$ cat config.mk
export PLATFORM = sky130hd
export DESIGN_NAME = sorted_key_set_table
export DESIGN_NICKNAME = d
export VERILOG_FILES = /design/src/hw/rtl/sks_pkg.sv /design/src/hw/rtl/sorted_key_set_table.sv /design/src/hw/rtl/sks_cell.sv /design/src/hw/rtl/sks_pos_enc.sv
export SDC_FILE = /design/constraint.sdc
export NUM_CORES = 2
export LEC_CHECK = 0
export ABC_CLOCK_PERIOD_IN_PS = 7100
export BUFFER_PORTS_ARGS = -buffer_cell sky130_fd_sc_hd__buf_4
export CORE_ASPECT_RATIO = 1.1
export CORE_MARGIN = 3
export CORE_UTILIZATION = 65
export CTS_CLUSTER_SIZE = 30
export DETAILED_ROUTE_END_ITERATION = 10
export GPL_ROUTABILITY_DRIVEN = 0
export PLACE_DENSITY = 0.91
export SYNTH_ARGS = -nofsm -noshare
export SYNTH_HDL_FRONTEND = slang
export SYNTH_HIERARCHICAL = 1
export SYNTH_SLANG_ARGS = --single-unit
$ cat constraint.sdc
create_clock -name clk -period 7.1 [get_ports clk]
set_input_delay 1.42 -clock clk [delete_from_list [all_inputs] [get_ports clk]]
set_output_delay 1.42 -clock clk [all_outputs]
set_load 0.01 [all_outputs]
$ cat src/hw/rtl/sks_pkg.sv
// sks_pkg: shared types and constants for the sorted key set table.
// Holds operation and status codes, the cell link and command structs.
// No dependencies.
`default_nettype none

package sks_pkg;

  localparam int KEY_W = 32;
  localparam int OP_W  = 2;
  localparam int ST_W  = 2;

  // operation codes carried in the input word
  typedef enum logic [OP_W-1:0] {
    OP_INSERT = 2'd0,
    OP_DELETE = 2'd1,
    OP_SEARCH = 2'd2,
    OP_CLEAR  = 2'd3
  } op_t;

  // result status codes
  typedef enum logic [ST_W-1:0] {
    ST_OK   = 2'd0,
    ST_MISS = 2'd1,
    ST_FULL = 2'd2
  } status_t;

  // what a cell shows its neighbors
  typedef struct packed {
    logic [KEY_W-1:0] key;
    logic             valid;
    logic             lt;     // holds a key below the probe key
  } sks_link_t;

  // broadcast command to every cell
  typedef struct packed {
    logic             ins;
    logic             del;
    logic             clr;
    logic [KEY_W-1:0] key;
  } sks_cmd_t;

  // per-cell flags back to the top level
  typedef struct packed {
    logic eq;    // holds the probe key
    logic bnd;   // first cell not below the probe key
  } sks_flag_t;

endpackage

`default_nettype wire

$ cat src/hw/rtl/sorted_key_set_table.sv
// sorted_key_set_table: bounded ascending set of signed keys in a cell chain.
// Instantiates sks_cell (one per slot) and sks_pos_enc; uses sks_pkg.
//
//   channel   direction  ports
//   in        sink       in_valid, in_stall, in_operation, in_key
//   out       source     out_valid, out_stall, out_status, out_position,
//                        out_entry_count
//
// One word per cycle while in_stall is low: all cells compare and shift in the
// same cycle the word is taken, and the result is loaded into the output
// register at that same edge, so out_valid rises in the next cycle.
// in_stall is high only while a result waits and out_stall holds it.
// rst_n is synchronous: clears the count, all slot valid bits and out_valid.
// Slot keys are not reset; only valid slots are ever compared.
`default_nettype none

module sorted_key_set_table
  import sks_pkg::*;
#(
  parameter int CAPACITY = 16,
  localparam int PW = (CAPACITY > 1) ? $clog2(CAPACITY) : 1,
  localparam int CW = $clog2(CAPACITY + 1)
) (
  input  wire logic                    clk,
  input  wire logic                    rst_n,
  input  wire logic                    in_valid,
  output logic                         in_stall,
  input  wire logic [OP_W-1:0]         in_operation,
  input  wire logic signed [KEY_W-1:0] in_key,
  output logic                         out_valid,
  input  wire logic                    out_stall,
  output logic [ST_W-1:0]              out_status,
  output logic [PW-1:0]                out_position,
  output logic [CW-1:0]                out_entry_count
);

  localparam logic [CW-1:0] CAP_CNT = CW'(CAPACITY);

  sks_link_t             links  [CAPACITY];
  sks_flag_t             flags  [CAPACITY];
  logic [CAPACITY-1:0]   eq_vec, bnd_vec, valid_vec;
  sks_link_t             head_link, tail_link;
  sks_cmd_t              cmd;

  logic                  in_acc;
  op_t                   op;
  logic                  hit, full;
  logic [PW-1:0]         bnd_pos;

  logic [CW-1:0]         count_r, count_nxt;
  logic                  out_valid_r, out_valid_nxt;
  logic [ST_W-1:0]       status_r, status_nxt;
  logic [PW-1:0]         pos_r, pos_nxt;
  logic [CW-1:0]         cnt_out_r;

  // handshake: one output register
  assign in_stall  = out_valid_r && out_stall;
  assign in_acc    = in_valid && !in_stall;
  assign out_valid = out_valid_r;
  assign op        = op_t'(in_operation);

  // chain ends: everything sits above the head, nothing beyond the tail
  assign head_link = '{key: '0, valid: 1'b0, lt: 1'b1};
  assign tail_link = '{key: '0, valid: 1'b0, lt: 1'b0};

  // cell chain
  for (genvar g = 0; g < CAPACITY; g++) begin : g_cell
    sks_cell u_cell (
      .clk       (clk),
      .rst_n     (rst_n),
      .cmd       (cmd),
      .prev_link ((g == 0) ? head_link : links[(g == 0) ? 0 : g - 1]),
      .next_link ((g == CAPACITY - 1) ? tail_link
                  : links[(g == CAPACITY - 1) ? g : g + 1]),
      .link      (links[g]),
      .flag      (flags[g])
    );
    assign eq_vec[g]    = flags[g].eq;
    assign bnd_vec[g]   = flags[g].bnd;
    assign valid_vec[g] = links[g].valid;
  end

  sks_pos_enc #(
    .N (CAPACITY),
    .W (PW)
  ) u_pos_enc (
    .onehot (bnd_vec),
    .index  (bnd_pos)
  );

  assign hit  = |eq_vec;
  assign full = (count_r == CAP_CNT);

  // decode the word into a chain command and a result
  always_comb begin
    cmd           = '{ins: 1'b0, del: 1'b0, clr: 1'b0, key: in_key};
    count_nxt     = count_r;
    status_nxt    = ST_OK;
    pos_nxt       = '0;
    out_valid_nxt = out_valid_r && out_stall;
    if (in_acc) begin
      out_valid_nxt = 1'b1;
      unique case (op)
        OP_INSERT: begin
          priority if (hit) begin
            status_nxt = ST_MISS;
            pos_nxt    = bnd_pos;
          end else if (full) begin
            status_nxt = ST_FULL;
          end else begin
            cmd.ins   = 1'b1;
            pos_nxt   = bnd_pos;
            count_nxt = count_r + 1'b1;
          end
        end
        OP_DELETE: begin
          if (hit) begin
            cmd.del   = 1'b1;
            pos_nxt   = bnd_pos;
            count_nxt = count_r - 1'b1;
          end else begin
            status_nxt = ST_MISS;
          end
        end
        OP_SEARCH: begin
          if (hit) begin
            pos_nxt = bnd_pos;
          end else begin
            status_nxt = ST_MISS;
          end
        end
        OP_CLEAR: begin
          cmd.clr   = 1'b1;
          count_nxt = '0;
        end
        default: begin
          status_nxt = ST_OK;
        end
      endcase
    end
  end

  // control registers
  always_ff @(posedge clk) begin
    if (!rst_n) begin
      count_r     <= '0;
      out_valid_r <= 1'b0;
    end else begin
      count_r     <= count_nxt;
      out_valid_r <= out_valid_nxt;
    end
  end

  // result payload, loaded on accept
  always_ff @(posedge clk) begin
    if (in_acc) begin
      status_r  <= status_nxt;
      pos_r     <= pos_nxt;
      cnt_out_r <= count_nxt;
    end
  end

  assign out_status      = status_r;
  assign out_position    = pos_r;
  assign out_entry_count = cnt_out_r;

  // count never passes capacity
  a_count_bound: assert property (@(posedge clk) disable iff (!rst_n)
    count_r <= CAP_CNT)
    else $error("entry count above capacity");

  // occupied slots match the count
  a_count_slots: assert property (@(posedge clk) disable iff (!rst_n)
    $countones(valid_vec) == int'(count_r))
    else $error("slot valid bits disagree with count");

  // a clear empties the table
  a_clear: assert property (@(posedge clk) disable iff (!rst_n)
    in_acc && (op == OP_CLEAR) |=> (count_r == '0) && (valid_vec == '0))
    else $error("clear left entries");

  // table-full status only comes from a full table
  a_full_status: assert property (@(posedge clk) disable iff (!rst_n)
    out_valid_r && (out_status == ST_FULL) |-> full && (out_entry_count == CAP_CNT))
    else $error("full status without full table");

  // slots stay packed from the bottom
  a_packed: assert property (@(posedge clk) disable iff (!rst_n)
    ((valid_vec + 1'b1) & valid_vec) == '0)
    else $error("slot valid bits not contiguous");

endmodule

`default_nettype wire

$ cat src/hw/rtl/sks_cell.sv
// sks_cell: one slot of the sorted chain, holding a key and its valid bit.
// Compares against the broadcast key and shifts from a neighbor on update.
// Depends on sks_pkg.
`default_nettype none

module sks_cell
  import sks_pkg::*;
(
  input  wire logic      clk,
  input  wire logic      rst_n,
  input  wire sks_cmd_t  cmd,
  input  wire sks_link_t prev_link,
  input  wire sks_link_t next_link,
  output sks_link_t      link,
  output sks_flag_t      flag
);

  logic [KEY_W-1:0] key_r, key_nxt;
  logic             valid_r, valid_nxt;
  logic             lt;

  // compare against the probe key
  assign lt       = valid_r && ($signed(key_r) < $signed(cmd.key));
  assign flag.eq  = valid_r && (key_r == cmd.key);
  assign flag.bnd = !lt && prev_link.lt;

  assign link.key   = key_r;
  assign link.valid = valid_r;
  assign link.lt    = lt;

  // insert shifts up from below, delete shifts down from above
  always_comb begin
    key_nxt   = key_r;
    valid_nxt = valid_r;
    priority if (cmd.clr) begin
      valid_nxt = 1'b0;
    end else if (cmd.ins && !lt) begin
      if (prev_link.lt) begin
        key_nxt   = cmd.key;
        valid_nxt = 1'b1;
      end else begin
        key_nxt   = prev_link.key;
        valid_nxt = prev_link.valid;
      end
    end else if (cmd.del && !lt) begin
      key_nxt   = next_link.key;
      valid_nxt = next_link.valid;
    end
  end

  always_ff @(posedge clk) begin
    if (!rst_n) begin
      valid_r <= 1'b0;
    end else begin
      valid_r <= valid_nxt;
    end
  end

  // key payload, no reset
  always_ff @(posedge clk) begin
    key_r <= key_nxt;
  end

endmodule

`default_nettype wire

$ cat src/hw/rtl/sks_pos_enc.sv
// sks_pos_enc: one-hot to binary encoder for the chain boundary flag.
// OR tree per output bit; returns zero when no bit is set.
// Depends on sks_pkg.
`default_nettype none

module sks_pos_enc
  import sks_pkg::*;
#(
  parameter int N = 16,
  parameter int W = 4
) (
  input  wire logic [N-1:0] onehot,
  output logic      [W-1:0] index
);

  always_comb begin
    index = '0;
    for (int i = 0; i < N; i++) begin
      index = index | ({W{onehot[i]}} & W'(i));
    end
  end

endmodule

`default_nettype wire

==> results.yml <==
cells_and_area:
  fillers: 4284
  syn_to_final_growth_pct: 6.63
  drive_gt1_frac: 0.294
  multiInputGateArea_um2: 25400
  regArea_um2: 16100
  final_nets: 4693
  fin_util: 0.706
global_route:
  grt_remaining_overflow: 0
  grt_pass1_wl_mm: 175
  grt_pass1_vias: 33800
  antenna_found_initial: 2
  track_usage: 0.302
  grt_max_degree: 55
worst_setup_path:
  cp_cell_sequence: "buf_4, inv_1, ha_1, nand4_1, nor4_1, nand2_1, nor4_1, or4_4, nor4_4, and3_1, and2_2, buf_4, nand2_1, o311ai_4, buf_4, mux2_2"
  ff2ff_path_depth: 14
  crit_slowest_cell: "nor4_4"
  crit_fanout: 54
  regToRegStartpoint: "g_cell[1].u_cell/key_r[26]"
  arrival_ns: 6.68
  r2r_slack_ns: 1.61
  crit_top_cell: "buf_4"
  startpoint_type: "input port"
  end_kind: "register"
  worstPathRequired_ns: 7.50
  worstSetupPathType: "input port to register"
  reg2reg_to: "g_cell[2].u_cell/key_r[14]"
  critPathMaxStageDelay_ns: 0.62
routing:
  vias_per_cell: 6.47
  first_iter_violations: 2892
  wl_per_cell_um: 21.7
  route.detailed.drc: 0
  postRouteWirelength_mm: 109
  vias: 32600
  first_pass_iters: 6
  ant_nets: 0
clocking:
  h-tree-depth: 2
  clk_pin_slew_ns: 0.06
  cts_buffers: 61
  postCtsHoldBufs: 0
  clk_latency_ns: 0.66
  post_cts_buffers: 0
  clock_tree.root_cell: "clkbuf_16"
  cts_resized: 0
  clock_sinks: 545
  cts_tree: "yes"
  cts_max_path_buffers: 3
pwr:
  leakagePower_nw: 19.8
  ir_drop_v: 0.000209
  p_per_area_nw_per_um2: 176
  p_total_mw: 8.33
sta:
  period_needed_ns: 6.27
  slew_violations: 0
  maxSlewHeadroom: 0.103
  worstMarginPinSlew_ns: 1.34
  period_share: 0.884
  setup_violations: 0
  tns_ns: 0
  max_clock_freq_mhz: 159
  rsz0062_at_grt: "false"
  final_hold_viol_count: 0
  finalWorstSetupSlack_ns: 0.825
  skew_ns: 0.0231
run:
  maxCapViolations: 0
synthesis:
  avgSynthCellArea_um2: 10.9
  synthCells: 4053
  syn_area_um2: 44300
  ys_warn_count: 6
place:
  portBuffers: 50
  pre_cts_slack_ns: 0.392
  dp_hpwl_mm: 79.3
hold_path:
  hold_end: "count_r[4]"
  hold_start: "count_r[4]"
  hold_depth: 1
  hp-class: "register to register"
die:
  die_h_um: 280
  num_io_pins: 51
  initial_core_util: 0.662
  core_area_um2: 66900
  row_count: 99
  floorplan.die_area_um2: 71300
  die_x_um: 255
status:
  status: "finished clean"
where the power goes:
group | internal (mW) | switching, mW
registers | 3.66 | 0.0922
clock network | 1.71 | 1.36
logic | 0.669 | 0.836
per-layer routing:
layer | up-vias | GRT usage | share of wire
li1 | 14900 | - | -
met1 | 15700 | 0.364 | 0.39
met2 | 1517 | 0.519 | 0.49
met3 | 445 | 0.0357 | 0.064
met4 | 0 | 0.179 | 0.062
met5 | - | 0 | 0
registers in the layout, summed over array words and instances (netlist names):
name,count
out_position,4
out_entry_count,5
count_r,5
out_status,2
out_valid,1
g_cell.u_cell/key_r,512
g_cell.u_cell/valid_r,16
worst max-delay path, delay by kind of cell:
family | cells | cell delay (ns)
adders and majority gates | 1 | 0.39
muxes | 1 | 0.40
and+or+nand+nor | 9 | 2.74
AOI/OAI and AO/OA | 1 | 0.25
buffers and inverters | 4 | 1.37
worst max path at each step:
stage                          start                         end
final                     in_key[31]  g_cell[2].u_cell/key_r[14]
after global routing      in_key[31]  g_cell[4].u_cell/key_r[11]
after CTS                 in_key[25]  g_cell[4].u_cell/key_r[11]
after detailed placement  in_key[31]  g_cell[4].u_cell/key_r[11]
after floorplan           in_key[31]  g_cell[15].u_cell/key_r[0]
after global placement    in_key[31]   g_cell[6].u_cell/key_r[7]
through the flow:
step	hold slack (ns)	area (um^2)	std cells
detailed placement	0.538	45400	4931
floorplan	0.498	44600	4118
finish	0.566	47300	5045
global route	0.568	47200	5044
global placement	0.523	45400	4931
CTS	0.552	47200	5042
cells in the final DEF (no fill, tap or decap), types with 17 or more instances in the layout:
cell and n:
a21o_1 33, a21oi_1 261, a22oi_1 17, a31oi_1 21, and2_1 22, and3_1 32, buf_4 100, clkbuf_1 17
clkbuf_16 63, conb_1 67, dfxtp_1 22, edfxtp_1 523, ha_1 519, inv_1 535, mux2_2 1008, nand2_1 286
nand2b_1 34, nand3_1 53, nand4_1 64, nor2_1 116, nor3_1 18, nor4_1 41, o21ai_0 116, or4_1 18
layout make-up:
type | instances | area share
Sequential cell | 545 | 0.342
Multi-Input combinational cell | 2892 | 0.537
Tap cell | 858 | 0.0227
Timing Repair Buffer | 101 | 0.0163
Clock buffer | 83 | 0.0356
Antenna cell | 3 | 0.000159
Inverter | 535 | 0.0425
Clock inverter | 28 | 0.00389
(Power assumes the default switching activity.)
